==> src/design/tba_pkg.sv <==
`default_nettype none

package tba_pkg;

  // Field widths
  localparam int ADDR_W   = 32;
  localparam int SIZE_W   = 11;
  localparam int POS_W    = 10;
  localparam int STRIDE_W = 13;
  localparam int CFG_IDX_W = 3;

  // Largest wrap size the column and row counters can follow
  localparam logic [SIZE_W-1:0] MAX_WRAP = 11'd1024;

  // Request codes
  localparam logic REQ_START   = 1'b0;
  localparam logic REQ_ADVANCE = 1'b1;

  // Register indexes
  localparam logic [CFG_IDX_W-1:0] CFG_DEST_BASE     = 3'd0;
  localparam logic [CFG_IDX_W-1:0] CFG_SOURCE_BASE   = 3'd1;
  localparam logic [CFG_IDX_W-1:0] CFG_SOURCE_WIDTH  = 3'd2;
  localparam logic [CFG_IDX_W-1:0] CFG_SOURCE_HEIGHT = 3'd3;
  localparam logic [CFG_IDX_W-1:0] CFG_SOURCE_STRIDE = 3'd4;

  typedef struct packed {
    logic [ADDR_W-1:0]   dest_base;
    logic [ADDR_W-1:0]   source_base;
    logic [SIZE_W-1:0]   source_width;
    logic [SIZE_W-1:0]   source_height;
    logic [STRIDE_W-1:0] source_stride;
  } cfg_t;

  typedef struct packed {
    logic              req_type;
    logic [POS_W-1:0]  dest_x;
    logic [POS_W-1:0]  dest_y;
    logic [SIZE_W-1:0] rect_width;
    logic [SIZE_W-1:0] rect_height;
    logic [POS_W-1:0]  offset_x;
    logic [POS_W-1:0]  offset_y;
  } req_t;

  typedef struct packed {
    logic              valid;
    logic [ADDR_W-1:0] dest_addr;
    logic [ADDR_W-1:0] source_addr;
    logic              last;
  } res_t;

endpackage

`default_nettype wire

==> src/design/tba_walker.sv <==
`default_nettype none

module tba_walker #(
  parameter int FB_ROW_BYTES = 256
) (
  input  wire                clk,
  input  wire                rst,
  input  wire                take,
  input  wire tba_pkg::req_t req,
  input  wire tba_pkg::cfg_t cfg,
  output tba_pkg::res_t      res,
  output logic               active
);

  localparam int ROW_W = $clog2(FB_ROW_BYTES + 1);
  localparam int DOFF_W = tba_pkg::POS_W + ROW_W;
  localparam int SOFF_W = tba_pkg::POS_W + tba_pkg::STRIDE_W;
  localparam int SW = tba_pkg::SIZE_W;
  localparam int PW = tba_pkg::POS_W;
  localparam int AW = tba_pkg::ADDR_W;

  // Walk state
  logic [SW-1:0] col_count, row_count, latched_width, latched_height;
  logic [PW-1:0] source_col, start_col, source_row;
  logic [AW-1:0] dest_line_addr, source_line_addr;
  logic          active_next;
  logic [SW-1:0] col_count_next, row_count_next, latched_width_next, latched_height_next;
  logic [PW-1:0] source_col_next, start_col_next, source_row_next;
  logic [AW-1:0] dest_line_addr_next, source_line_addr_next;

  logic [SW-1:0]     w_eff, h_eff;
  logic              start_ok, row_end, is_last;
  logic [SW:0]       col_p1, row_p1;
  logic [SW-1:0]     scol_p1, srow_p1;
  logic [DOFF_W-1:0] dest_row_off;
  logic [SOFF_W-1:0] source_row_off;

  // Wrap sizes clamp at the counter range
  assign w_eff = (cfg.source_width > tba_pkg::MAX_WRAP) ? tba_pkg::MAX_WRAP : cfg.source_width;
  assign h_eff = (cfg.source_height > tba_pkg::MAX_WRAP) ? tba_pkg::MAX_WRAP : cfg.source_height;

  assign start_ok = ({1'b0, req.offset_x} < w_eff) && ({1'b0, req.offset_y} < h_eff);

  // Line offsets for a start word
  assign dest_row_off   = DOFF_W'(req.dest_y) * DOFF_W'(FB_ROW_BYTES);
  assign source_row_off = SOFF_W'(req.offset_y) * SOFF_W'(cfg.source_stride);

  // End-of-row and end-of-blit tests
  assign col_p1  = {1'b0, col_count} + 1'b1;
  assign row_p1  = {1'b0, row_count} + 1'b1;
  assign row_end = col_p1 >= {1'b0, latched_width};
  assign is_last = row_end && (row_p1 >= {1'b0, latched_height});
  assign scol_p1 = {1'b0, source_col} + 1'b1;
  assign srow_p1 = {1'b0, source_row} + 1'b1;

  // Result for an advance word
  always_comb begin
    res.valid       = take && (req.req_type == tba_pkg::REQ_ADVANCE) && active;
    res.dest_addr   = dest_line_addr + AW'(col_count);
    res.source_addr = source_line_addr + AW'(source_col);
    res.last        = is_last;
  end

  // Next walk state
  always_comb begin
    active_next           = active;
    col_count_next        = col_count;
    row_count_next        = row_count;
    latched_width_next    = latched_width;
    latched_height_next   = latched_height;
    source_col_next       = source_col;
    start_col_next        = start_col;
    source_row_next       = source_row;
    dest_line_addr_next   = dest_line_addr;
    source_line_addr_next = source_line_addr;
    if (take && req.req_type == tba_pkg::REQ_START && start_ok) begin
      latched_width_next    = req.rect_width;
      latched_height_next   = req.rect_height;
      col_count_next        = '0;
      row_count_next        = '0;
      start_col_next        = req.offset_x;
      source_col_next       = req.offset_x;
      source_row_next       = req.offset_y;
      dest_line_addr_next   = cfg.dest_base + AW'(req.dest_x) + AW'(dest_row_off);
      source_line_addr_next = cfg.source_base + AW'(source_row_off);
      active_next           = (req.rect_width != '0) && (req.rect_height != '0);
    end else if (res.valid) begin
      if (is_last) begin
        active_next = 1'b0;
      end else if (row_end) begin
        col_count_next      = '0;
        row_count_next      = row_p1[SW-1:0];
        source_col_next     = start_col;
        dest_line_addr_next = dest_line_addr + AW'(FB_ROW_BYTES);
        if (srow_p1 >= h_eff) begin
          source_row_next       = '0;
          source_line_addr_next = cfg.source_base;
        end else begin
          source_row_next       = srow_p1[PW-1:0];
          source_line_addr_next = source_line_addr + AW'(cfg.source_stride);
        end
      end else begin
        col_count_next  = col_p1[SW-1:0];
        source_col_next = (scol_p1 >= w_eff) ? '0 : scol_p1[PW-1:0];
      end
    end
  end

  always_ff @(posedge clk) begin
    if (rst) begin
      active           <= 1'b0;
      col_count        <= '0;
      row_count        <= '0;
      latched_width    <= '0;
      latched_height   <= '0;
      source_col       <= '0;
      start_col        <= '0;
      source_row       <= '0;
      dest_line_addr   <= '0;
      source_line_addr <= '0;
    end else begin
      active           <= active_next;
      col_count        <= col_count_next;
      row_count        <= row_count_next;
      latched_width    <= latched_width_next;
      latched_height   <= latched_height_next;
      source_col       <= source_col_next;
      start_col        <= start_col_next;
      source_row       <= source_row_next;
      dest_line_addr   <= dest_line_addr_next;
      source_line_addr <= source_line_addr_next;
    end
  end

endmodule

`default_nettype wire

==> src/design/tiled_blit_address_generator.sv <==
`default_nettype none

// Tiled blit address generator.
// Input channel (in_valid/in_ready): a start word latches the rectangle and
// source offsets; each advance word yields one destination/source byte
// address pair, row by row, with last set on the final pair. A start, an
// advance while no blit runs, and a start whose offsets fall outside the
// bitmap give no output word.
// Output channel (out_valid/out_ready): one output register. A pair shows
// on the output ports the cycle after its advance word is taken.
// Throughput: one word per cycle. All walk updates are combinational logic
// (one 10x13 multiply and adds on a start) into the walk registers.
// When the receiver stalls with a word pending, in_ready drops until it is
// taken; in_ready is high whenever the output register is empty or drains.
// Configuration (cfg_valid/cfg_ready) is always ready and is meant to be
// written only while the block is idle.
// Reset clears the walk state and output valid, and loads the register
// defaults: bases zero, width, height and stride one.
module tiled_blit_address_generator #(
  parameter int FB_ROW_BYTES = 256
) (
  input  wire                                 clk,
  input  wire                                 rst,
  input  wire                                 in_valid,
  output logic                                in_ready,
  input  wire                                 req_type,
  input  wire  [tba_pkg::POS_W-1:0]           dest_x,
  input  wire  [tba_pkg::POS_W-1:0]           dest_y,
  input  wire  [tba_pkg::SIZE_W-1:0]          rect_width,
  input  wire  [tba_pkg::SIZE_W-1:0]          rect_height,
  input  wire  [tba_pkg::POS_W-1:0]           offset_x,
  input  wire  [tba_pkg::POS_W-1:0]           offset_y,
  output logic                                out_valid,
  input  wire                                 out_ready,
  output logic [tba_pkg::ADDR_W-1:0]          dest_addr,
  output logic [tba_pkg::ADDR_W-1:0]          source_addr,
  output logic                                last,
  input  wire                                 cfg_valid,
  output logic                                cfg_ready,
  input  wire  [tba_pkg::CFG_IDX_W-1:0]       cfg_index,
  input  wire  [tba_pkg::ADDR_W-1:0]          cfg_data
);

  tba_pkg::cfg_t cfg;
  tba_pkg::req_t req;
  tba_pkg::res_t res;
  logic          take;
  logic          walk_active;
  logic          out_valid_next;

  assign cfg_ready = 1'b1;
  assign in_ready  = !out_valid || out_ready;
  assign take      = in_valid && in_ready;

  always_comb begin
    req.req_type    = req_type;
    req.dest_x      = dest_x;
    req.dest_y      = dest_y;
    req.rect_width  = rect_width;
    req.rect_height = rect_height;
    req.offset_x    = offset_x;
    req.offset_y    = offset_y;
  end

  // Configuration registers
  always_ff @(posedge clk) begin
    if (rst) begin
      cfg.dest_base     <= '0;
      cfg.source_base   <= '0;
      cfg.source_width  <= tba_pkg::SIZE_W'(1);
      cfg.source_height <= tba_pkg::SIZE_W'(1);
      cfg.source_stride <= tba_pkg::STRIDE_W'(1);
    end else if (cfg_valid && cfg_ready) begin
      case (cfg_index)
        tba_pkg::CFG_DEST_BASE:     cfg.dest_base     <= cfg_data;
        tba_pkg::CFG_SOURCE_BASE:   cfg.source_base   <= cfg_data;
        tba_pkg::CFG_SOURCE_WIDTH:  cfg.source_width  <= cfg_data[tba_pkg::SIZE_W-1:0];
        tba_pkg::CFG_SOURCE_HEIGHT: cfg.source_height <= cfg_data[tba_pkg::SIZE_W-1:0];
        tba_pkg::CFG_SOURCE_STRIDE: cfg.source_stride <= cfg_data[tba_pkg::STRIDE_W-1:0];
        default: ;
      endcase
    end
  end

  tba_walker #(
    .FB_ROW_BYTES (FB_ROW_BYTES)
  ) u_walker (
    .clk    (clk),
    .rst    (rst),
    .take   (take),
    .req    (req),
    .cfg    (cfg),
    .res    (res),
    .active (walk_active)
  );

  // Output register
  always_comb begin
    out_valid_next = out_valid && !out_ready;
    if (res.valid) begin
      out_valid_next = 1'b1;
    end
  end

  always_ff @(posedge clk) begin
    if (rst) begin
      out_valid <= 1'b0;
    end else begin
      out_valid <= out_valid_next;
    end
  end

  always_ff @(posedge clk) begin
    if (res.valid) begin
      dest_addr   <= res.dest_addr;
      source_addr <= res.source_addr;
      last        <= res.last;
    end
  end

  // A start word never leaves an output word behind it
  a_start_no_out: assert property (@(posedge clk) disable iff (rst)
    take && req_type == tba_pkg::REQ_START |=> !out_valid)
    else $error("output word after start");

  // An advance with no blit running gives nothing
  a_idle_no_out: assert property (@(posedge clk) disable iff (rst)
    take && req_type == tba_pkg::REQ_ADVANCE && !walk_active |=> !out_valid)
    else $error("output word while idle");

  // The last pair ends the blit
  a_last_ends: assert property (@(posedge clk) disable iff (rst)
    res.valid && res.last |=> !walk_active && out_valid && last)
    else $error("blit still active after last pair");

  // An accepted advance during a blit always yields a word
  a_adv_out: assert property (@(posedge clk) disable iff (rst)
    take && req_type == tba_pkg::REQ_ADVANCE && walk_active |=> out_valid)
    else $error("advance lost");

endmodule

`default_nettype wire

==> config.mk <==
export PLATFORM = sky130hd
export DESIGN_NAME = tiled_blit_address_generator
export DESIGN_NICKNAME = d
export VERILOG_FILES = /design/src/design/tba_pkg.sv /design/src/design/tba_walker.sv /design/src/design/tiled_blit_address_generator.sv
export SDC_FILE = /design/constraint.sdc
export NUM_CORES = 1
export LEC_CHECK = 0
export BUFFER_PORTS_ARGS = -buffer_cell sky130_fd_sc_hd__buf_4
export CAP_MARGIN = 20
export CORE_MARGIN = 3
export CORE_UTILIZATION = 60
export CTS_BUF_LIST = sky130_fd_sc_hd__clkbuf_16
export CTS_CLUSTER_DIAMETER = 30
export DETAILED_ROUTE_END_ITERATION = 10
export PLACE_DENSITY = 0.8
export SETUP_SLACK_MARGIN = 0.05
export SLEW_MARGIN = 20
export SYNTH_ARGS = -nofsm -noshare
export SYNTH_HDL_FRONTEND = slang
export SYNTH_SLANG_ARGS = --single-unit
==> constraint.sdc <==
create_clock -name clk -period 17 [get_ports clk]
set_clock_uncertainty 0.05 [all_clocks]
set_input_delay 1.7 -clock clk [delete_from_list [all_inputs] [get_ports clk]]
set_output_delay 1.7 -clock clk [all_outputs]
set_load 0.05 [all_outputs]
After elaboration in Yosys (flattened, before gate mapping)
Cells that the tools add are included.

Multipliers: 1. Mux-type cells: 26. Equality and inequality tests: 5. Reductions and logical operators: 29. Bitwise logic cells: 2. $lt $le $gt $ge: 8. Add/sub/neg operators: 11.

Operator list (number): two-way mux 32 bit (9); two-way mux 10 bit (10); adder 32 x 10 -> 32 bit (2); two-way mux 11 bit (3); adder 32 x 11 -> 32 bit (1); adder 32 x 13 -> 32 bit (1); adder 32 x 18 -> 32 bit (1); adder 32 x 23 -> 32 bit (1); adder 32 x 9 -> 32 bit (second input constant) (1); adder 11 x 1 -> 12 bit (second input constant) (2); >= comparator 12 x 11 -> 1 bit (2); multiplier 10 x 13 -> 23 bit (1); adder 10 x 1 -> 11 bit (second input constant) (2); >= comparator 11 bit (2); greater-than comparator 11 bit (second input constant) (2); less-than comparator 10 x 11 -> 1 bit (2); nonzero test 11 bit (2); AND reduction 2 bit (8); logical AND 1 bit (9); equality test 3 x 2 -> 1 bit (second input constant) (2); AND reduction 3 bit (2); nonzero test 2 bit (3); two-way mux 1 bit (4); equality test 3 x 1 -> 1 bit (second input constant) (1); 7 further kinds (9).

Bits of input ports: 103. Logic and storage cells: 101. Output and inout bits: 68. Flip-flop bits (word level): 304.

Longest topological paths before layout
Depth in word-level cells: 8. Mapped depth: 22. Depth with buffers taken out: 20.

By module
Synthesis repeated with hierarchy kept, for this count alone.

Cells, all modules: 2666. Area total of the unflattened synthesis: 23460.0 µm².

By module, submodules not included: tba_walker (area each 17470.5 µm², cells an instance 2231, times used 1, sequential area each 2782.7 µm²); tiled_blit_address_generator (area each 5989.5 µm², cells an instance 435, times used 1, sequential area each 3953.8 µm²).

Worst setup path after synthesis
Ideal clock, no wire load.

Path type: input port to flip-flop. Start point: in offset_y[3] in the netlist's numbering. End point: reg u_walker.source_line_addr[28]. Arrival time: 6.846 ns. Required time: 16.859 ns. Library setup time: 0.091 ns. Path slack: 10.013 ns. Cell stages on the path: 21. Path buffers: 1. Cell sequence: clkbuf_1 > nand2_1 > fa_1 > inv_1 > fa_1 > inv_1 > fa_1 > inv_1 > fa_1 > inv_1 > fa_1 > inv_1 > ha_1 > o211ai_1 > a2111oi_0 > o21ai_1 > a211oi_2 > o31ai_1 > nor3_1 > nand3b_1 > a311oi_1.

Cells in the longest elaborated chain, start to end: 5. Elaborated cells between the ends (all ways): 10. Those cells by class: add/sub: 1; mul: 1; order compare: 1; eq/ne: 1; mux: 1; reduce/logical: 5.

RTL lines: start, declared (RTL line tiled_blit_address_generator.sv:32) `input wire [tba_pkg::POS_W-1:0] offset_y,`; branches (longest 5 deep; another with adder 32 x 23 -> 32 bit); end signal, assigned (RTL line tba_walker.sv:131) `source_line_addr <= source_line_addr_next;`; end, declared (RTL line tba_walker.sv:25) `logic [AW-1:0] dest_line_addr, source_line_addr;`.

Parallel ways; which one is timed is not known. A chain may end at the register's enable or synchronous reset.

Worst setup path in the final report
Start point: in offset_y[3] in the netlist's numbering. End point: reg u_walker.source_line_addr[31].

The elaborated chain is that of the path after synthesis.

==> flow_summary.yaml <==
logic_synthesis:
  synth_seq_area_share_pct: 29.4
  syn_inst: 2773
  synth_area_leaders: "dfxtp_1, ha_1, fa_1, edfxtp_1, nand2_1"
  ys.flop_type: "dfxtp_1"
  ys_types: 82
  syn-num-nets: 3189
  yosysMostFrequentCell: "nand2_1"
  synth.avg_cell_area_sq_um: 8.26
  synth_edf_count: 65
  synth_common_cells: "nand2_1, a21oi_1, dfxtp_1"
  syn_area_sq_um: 22900
  ys_async_sr_fraction_pct: 0
  synth_top_area_share_pct: 20.9
  ys_ff_latch: 304
  yosysTopAreaCell: "dfxtp_1"
  yosys_warnings: 0
placement:
  dp_hpwl_um: 48100
  dpl.cell_count: 3315
  gp_congestion: 0.954
  io_buffers: 169
outcome:
  status: "finished clean"
worst_setup_path:
  critPathBufInv: 6
  endpoint_kind: "register"
  cp_max_fo: 15
  rrSetupSlack_ns: 10.64
  crit_type: "in2reg"
  required_ns: 17.42
  critPathArrivalTime_ns: 7.34
  startpoint_type: "input port"
  cp_top_family: "adder cells"
  crit_chain: "buf_4 -> nand2_1 -> fa_1 -> inv_1 -> fa_1 -> inv_1 -> fa_1 -> inv_1 -> fa_1 -> inv_1 -> fa_1 -> inv_1 -> ha_1 -> a21o_1 -> nand4_1 -> o21ai_0 -> a21oi_1 -> a211oi_1 -> o21ai_0 -> mux2i_1 -> a2111oi_0"
  slowest_stage: "fa_1"
  max_stage_delay_ns: 0.58
grt:
  grt_pass1_vias: 21000
  gr-total-overflow: 0
  grt_pass1_wl_um: 107000
  grt_start_max_net_pins: 121
  antenna_found_initial: 2
  grt_usage_pct: 32.5
drt:
  ant_nets: 0
  vias_per_cell: 6.12
  dr.pass1.iters: 6
  drtIter0Drc: 2069
  vias: 21100
  drc: 0
  routed_wl_um: 67100
  wl_per_cell_um: 19.4
clock_network:
  clock_sinks: 304
  ctsResizeCount: 0
  cts_hold_buffers: 0
  cts_setup_buffers: 0
  root_buffer: "clkbuf_16"
  cts_tree: "built"
  cts_buffers: 73
  clkTransAtPathRegs_ns: 0.05
  clockBufferDepth: 3
  clock_insertion_delay_worst_skew_ns: 0.60
  h-tree-depth: 3
timing:
  max_freq_ghz: 0.145
  min_period_ns: 6.92
  rsz0062_at_grt: "no"
  drv_slew: 0
  relSlewSlack_pct: 31.0
  finalHoldViolCount: 0
  tightestPinTransition_ns: 1.04
  setup-violations-final: 0
  tns_ns: 0
  fin_crit_sh_pct: 40.7
power:
  power_frac_clock_pct: 58.8
  p_sw_share_pct: 26.1
  p_leak_nw: 11.7
  power_density_nw_per_um2: 90.7
  p_sw_mw: 0.637
  vdd.ir_drop.worst_uv: 75.0
  p_seq_share_pct: 31.3
  internal_power_mw: 1.80
  comb_power_share_pct: 9.8
floorplanning:
  die_y_um: 201
  floorplan.initialDensity_pct: 61.7
  die_x_um: 201
  floorplan.die_area_sq_um: 40500
  core-area_sq_um: 37100
  fp-row-count: 70
  num_io_pins: 171
layout:
  area_delta_synth_final_pct: 17.4
  diodes: 0
  drive_gt1_share_pct: 11.0
  multi_input_area_sq_um: 14700
  nFillCells: 2795
  layout.cells.non_filler: 3450
  seqCellArea_sq_um: 6740
  nNetsFinal: 3302
min_path:
  hold_path_class: "reg2reg"
run:
  drv_cap: 0
## worst paths after layout
check,end,start,cells after the start
max,u_walker.source_line_addr[31]$_SDFFE_PP0P_,offset_y[3],21
min,u_walker.start_col[0]$_SDFFE_PP0P_,u_walker.start_col[0]$_SDFFE_PP0P_,2
max reg2reg,u_walker.source_line_addr[28]$_SDFFE_PP0P_,cfg[1]$_SDFFE_PP0P_,18
min reg2reg,u_walker.start_col[0]$_SDFFE_PP0P_,u_walker.start_col[0]$_SDFFE_PP0P_,2
## cells by family (layout without fill, tap and decap cells)
group / Yosys count / after routing / share of synthesized area, %
AND/OR/NAND/NOR: 1001 / 1001 / 20.0
AO/OA/AOI/OAI: 598 / 598 / 16.3
buffers and inverters: 373 / 546 / 6.34
adder cells (fa/ha/maj): 313 / 313 / 20.9
flip-flops: 304 / 304 / 29.4
XOR/XNOR: 178 / 178 / 6.81
multiplexers: 5 / 5 / 0.240
other: 1 / 1 / 0.0164
## worst min-delay path, stage by stage, from the launching register on
cell and delay (ns):
dfxtp_1 0.30, nand2_1 0.05, a21oi_1 0.05
## stage by stage
| stage | hold slack (ns) | area [sq um] | total power [mW] | setup slack, ns | utilization [%] |
|---|---|---|---|---|---|
| 5_1_grt | 0.415 | 26900 | 2.51 | 9.67 | 72.4 |
| 2_1_floorplan | 0.382 | 22900 | 0.927 | 10.01 | - |
| 3_3_place_gp | 0.389 | 24300 | 1.00 | 9.72 | 65.5 |
| 4_1_cts | 0.400 | 26900 | 2.44 | 10.16 | 72.4 |
| 6_report | 0.400 | 26900 | 2.44 | 10.08 | 72.4 |
| 3_5_place_dp | 0.394 | 24300 | 1.01 | 9.61 | 65.5 |
## routing by layer
| layer | track usage (%) | up-vias | share of wire, % |
|---|---|---|---|
| met5 | 0 | - | 0.036 |
| met4 | 15.0 | 4 | 4.7 |
| met3 | 7.17 | 247 | 9.2 |
| met2 | 53.8 | 1092 | 46 |
| met1 | 40.8 | 10000 | 40 |
| li1 | - | 9739 | - |
## flip-flops by register name, indices dropped and copies added (netlist names)
name                       flops
u_walker.row_count            11
u_walker.active                1
u_walker.source_col           10
dest_addr                     32
u_walker.source_line_addr     32
last                           1
out_valid                      1
u_walker.dest_line_addr       32
u_walker.source_row           10
u_walker.col_count            11
u_walker.start_col            10
cfg                           99
u_walker.latched_width        11
source_addr                   32
u_walker.latched_height       11
## power by group through the flow
stage               combinational [mW]  sequential, mW  clock, mW
floorplan                        0.155           0.772          0
global placement                 0.226           0.776          0
detailed placement               0.233           0.776          0
CTS                              0.235           0.764       1.44
global route                     0.264           0.764       1.48
finish                           0.240           0.764       1.43
## layout by cell type, fill, tap and decap left out, types with 6 or more instances in the layout
cell type     n
o21a_1       21
nand3_1      87
nor2_1      125
a21o_1       34
fa_1        115
ha_1        198
o21ai_0      72
o211ai_1     19
clkinv_2     12
o22ai_1      25
nand2_1     516
nor2b_1      15
clkbuf_16    74
a31oi_1      11
a21oi_1     260
o21bai_1     16
nor3_1       43
a211oi_1     28
edfxtp_1     65
or2_2         7
dfxtp_1     239
a32oi_1       6
and2_1       70
nor4_1       13
inv_1       240
bufinv_16    11
nand4_1      35
a22oi_1      20
nand2b_1     13
or3_1        11
a221oi_1      6
clkinv_1     10
a311oi_1     12
and3_1       32
xnor2_1      82
nand3b_1      7
buf_4       179
xor2_1       96
clkinvlp_4    7
a211o_1       6
## area by class of cell
class                      instances  share of cell area [%]
tap                              504                    2.34
clock inverter                    61                    2.71
sequential                       304                    25.0
multi-input combinational       2096                    54.8
timing repair buffer             180                    5.04
inverter                         231                    3.22
clock buffer                      74                    6.89
Power figures use the tool's default switching activity.
